### src/hw/rtl/docr_ram.sv
`timescale 1ns / 1ps
// ---------------------------------------------------------------------------
// Generic simple dual-port RAM
// One write port and one read port with a registered read.
// ---------------------------------------------------------------------------
module docr_ram #(
  parameter int WIDTH = 40,
  parameter int DEPTH = 64
) (
  input  logic                     clk,
  input  logic                     we,
  input  logic [$clog2(DEPTH)-1:0] waddr,
  input  logic [WIDTH-1:0]         wdata,
  input  logic [$clog2(DEPTH)-1:0] raddr,
  output logic [WIDTH-1:0]         rdata
);

  logic [WIDTH-1:0] mem [DEPTH];

  always_ff @(posedge clk) begin
    if (we) begin
      mem[waddr] <= wdata;
    end
    rdata <= mem[raddr];
  end

endmodule

### config.mk
export PLATFORM = sky130hd
export DESIGN_NAME = docr_ram
export DESIGN_NICKNAME = d
export VERILOG_FILES = /design/src/hw/rtl/docr_ram.sv
export SDC_FILE = /design/constraint.sdc
export NUM_CORES = 2
export LEC_CHECK = 0
export ABC_AREA = 1
export BUFFER_PORTS_ARGS = -buffer_cell sky130_fd_sc_hd__buf_2
export CAP_MARGIN = 20
export CORE_ASPECT_RATIO = 0.75
export CORE_MARGIN = 1
export CORE_UTILIZATION = 52
export DETAILED_ROUTE_END_ITERATION = 8
export HOLD_SLACK_MARGIN = 0.05
export PLACE_DENSITY = 0.68
export SLEW_MARGIN = 30
export SYNTH_ARGS = -nofsm -noshare
export SYNTH_HDL_FRONTEND = slang
export SYNTH_SLANG_ARGS = --single-unit
### constraint.sdc
create_clock -name clk -period 7.3 [get_ports clk]
set_input_delay 1.46 -clock clk [delete_from_list [all_inputs] [get_ports clk]]
set_output_delay 1.46 -clock clk [all_outputs]
set_load 0.02 [all_outputs]
; Word level (Yosys, flattened, before mapping)
; Memories as Yosys holds them, arrays and structs flattened. A register that Yosys moved wholly into a read port is not among the register bits.
; Cells that the tools add are included.
[totals]
regBits = 0
latchBits = 0
mem_bits_rw = 2560
mem_bits_ro = 0
input_bits = 54
output_inout_bits = 40
word_cells = 3
n_memories = 1
[mem_list]
columns = name, depth, width, read_ports, rd_ports_with_merged_regs, wr, line
row1 = mem, 64, 40, 1, 1, 1, 18  ; logic [WIDTH-1:0] mem [DEPTH];
[classes]
n_addsub = 0
multipliers = 0
n_div = 0
magnitude_cmp = 0
eq_ne = 0
n_shift = 0
mux = 2
bitwise = 0
n_reduce_logical = 0
[op_table]
columns = cell, n
row1 = $mux 1, 2

; Depth between registers and ports, before layout
[depth]
depth_word = 2
ltp_mapped = 12

; Least setup slack after synthesis
; No wires, ideal clock.
[synth_timing]
path_kind = input to register
startpoint = input port we
endpoint = memory mem[48][0] (enable)
arrival_ns = 5.840
required_ns = 6.762
slack_ns = 0.922
path_stages = 3
n_path_buf = 1
cell_sequence = clkbuf_1 -> nand4_1 -> nor4_1
[synth_between]
elab_chain_len = 2
[synth_rtl]
columns = item, line
row1 = start: declaration, 11  ; input logic we,
row2 = $mux 1, 21  ; if (we) begin
row3 = $mux 1 (implied by the code), 22  ; mem[waddr] <= wdata;
row4 = end: declaration, 18
; No other way between the ends.

==> flow_summary.ini <==
[sta]
clock.fmax_ghz = 0.2384
setup_viol = 0
whs_ns = 0.8036
worst_pin_slew_ns = 1.154
period_needed_ns = 4.194
grt_setup_unrepaired = no
hold_viol = 0
min_period_over_period = 0.5745
relSlewSlack = 0.2304
finalMaxSlewViolations = 0
tns_ns = 0
clock_skew_ns = 0.07446

[synth]
synth_cells = 8445
syn_nets = 8499
seq_area_frac_synth = 0.7531
synth.area.top_cells = edfxtp_1, nand3_1, nand2_1
syn_area_um2 = 103100
ys_types = 14
yosysWarnings = 0
synth_largest_area_cell = edfxtp_1
syn_avg_cell_area_um2 = 12.21
yosysTopAreaCellShare = 0.7454
yosys_register_bits = 2600

[drt]
vias = 68630
wl_mm = 301.2
avgRoutedWirePerCell_um = 26.80
drt_first_iter_violations = 10830
ant_nets = 0
viasPerCell = 6.107
drc = 0
first_pass_iters = 6

[worst_setup_path]
cpPeakStageDelay_ns = 0.58
crit_path_max_fanout = 119
crit_buf_inv = 4
cpMaxStageDelayCell = buf_8
critical-path-top-delay-family = buffers and inverters
required_ns = 8.06
critPathCaptureType = flip-flop
crit_arrival_ns = 4.96
start_kind = input pin
path_cells = buf_8, buf_12, buf_12, buf_16, nand2_1, nand3_1, nand3_1, nand2_1, nand2_1, nand3_1, nand3_1, nand2_1
crit_type = in2reg

[final_layout]
fin_util = 0.5783
num-nets-final = 8448
layout-drive-gt1-share = 0.07714
instances_no_fill = 11240
multi_input_area_um2 = 23280
nFillCells = 15570
area.sequential_um2 = 77670
area_growth_pct = 10.50

[floorplan]
ios = 94
initial_core_util = 0.5234
core_area_um2 = 197100
dieArea_um2 = 200100
die_w_um = 516.3
die_h_um = 387.7
std_cell_rows = 141

[placed_design]
place_inst = 10800
hpwl_mm = 155.3
portBuffers = 93
routabilityCongestion = 0.8837

[global_route]
grt_max_degree = 216
grt_pass1_wl_mm = 437.0
grt_pass1_vias = 64480
groute.usage.overall = 0.2984
antenna_found_initial = 30
grt.overflow.total = 0

[power]
power.density_nw_per_um2 = 266.8
leakagePower_nw = 39.89
ir_drop_mv = 0.2441
p_total_mw = 30.40

[clocking]
root_buffer = clkbuf_16
cts_sinks = 2600
clockBufferDepth = 4
htree_levels = 4
clk_latency_ns = 0.91
cts_setup_buffers = 0
clk_pin_slew_ns = 0.07
cts_tree = yes
cts_hold_buf = 0
numCtsBuffers = 235
cts_resized = 0

[flow_run]
cap_violations = 0

[outcome]
status = complete, no violations

[worst_hold_path]
hold_path_class = reg2reg
[synthesized netlist by cell type]
master and n:
buf_1 64, buf_2 370, buf_4 12, clkbuf_1 115, clkinv_1 1, dfxtp_1 40, edfxtp_1 2560, inv_1 7
inv_2 4, nand2_1 2824, nand3_1 2375, nand4_1 9, nor2_1 56, nor4_1 8
[logic make-up after synthesis]
family	Yosys count	synth area share
AND/OR/NAND/NOR	5272	0.2211
buffers and inverters	573	0.02578
flip-flops	2600	0.7531
[worst paths after layout]
| kind | startpoint | to | slack (ns) | cells after the start |
|---|---|---|---|---|
| max | raddr[0] | rdata[1] | 3.11 | 12 |
| min | mem[2][18] | rdata[18] | 0.80 | 8 |
| max reg2reg | mem[61][26] | rdata[26] | 5.42 | 8 |
| min reg2reg | mem[2][18] | rdata[18] | 0.80 | 8 |
[cell type report]
class	instances	share of cell area
Antenna cell	12	0.0002635
Clock buffer	324	0.05675
Sequential cell	2600	0.6816
Timing Repair Buffer	273	0.02061
Clock inverter	101	0.006785
Tap cell	2645	0.02904
Multi-Input combinational cell	5272	0.2043
Inverter	12	0.0007246
[cell usage in the layout, fill, tap and decap left out, types with 2 or more instances in the layout]
cell type  netlist  layout
buf_12           0      24
buf_16           0       8
buf_2          370      79
buf_4           12     156
buf_6            0       2
buf_8            0       3
bufinv_16        0      10
clkbuf_1       115      66
clkbuf_16        0     237
clkbuf_8         0      22
clkinv_1         1      41
clkinv_2         0      39
clkinv_8         0       3
dfxtp_1         40      40
diode_2          0      12
edfxtp_1      2560    2560
inv_1            7       6
inv_6            0       5
inv_8            0       4
nand2_1       2824    2824
nand3_1       2375    2374
nand4_1          9       9
nor2_4           0      56
nor4_2           0       8
[state kept, by name (all words and copies together), names as in the netlist]
| signal | flops |
|---|---|
| mem | 2560 |
| rdata | 40 |
[report_power, final]
part | switching [mW] | total, mW | internal (mW)
Clock | 5.39 | 11.9 | 6.52
Combinational | 1.48 | 1.91 | 0.435
Sequential | 0.0587 | 16.6 | 16.5
[per-layer routing]
metal | global-route usage | share of wire | vias up
met5 | 0 | 0.00024 | -
met4 | 0.1069 | 0.039 | 12
met3 | 0.05848 | 0.12 | 606
met2 | 0.4442 | 0.44 | 4494
met1 | 0.4384 | 0.39 | 33550
li1 | - | - | 29970
[tightest hold or removal path, stage by stage, from the launching register on]
cell      delay (ns)
edfxtp_1        0.32
nand2_1         0.05
nand3_1         0.06
nand3_1         0.06
nand3_1         0.08
nand3_1         0.07
nand2_1         0.06
nand2_1         0.04
nand2_1         0.04
[stage by stage]
step	setup slack [ns]	cell area, um^2
detailed placement	2.432	106600
CTS	3.258	113900
finish	3.106	114000
floorplan	0.9221	103100
global route	2.911	114000
global placement	2.405	106400
(Power assumes the default switching activity.)
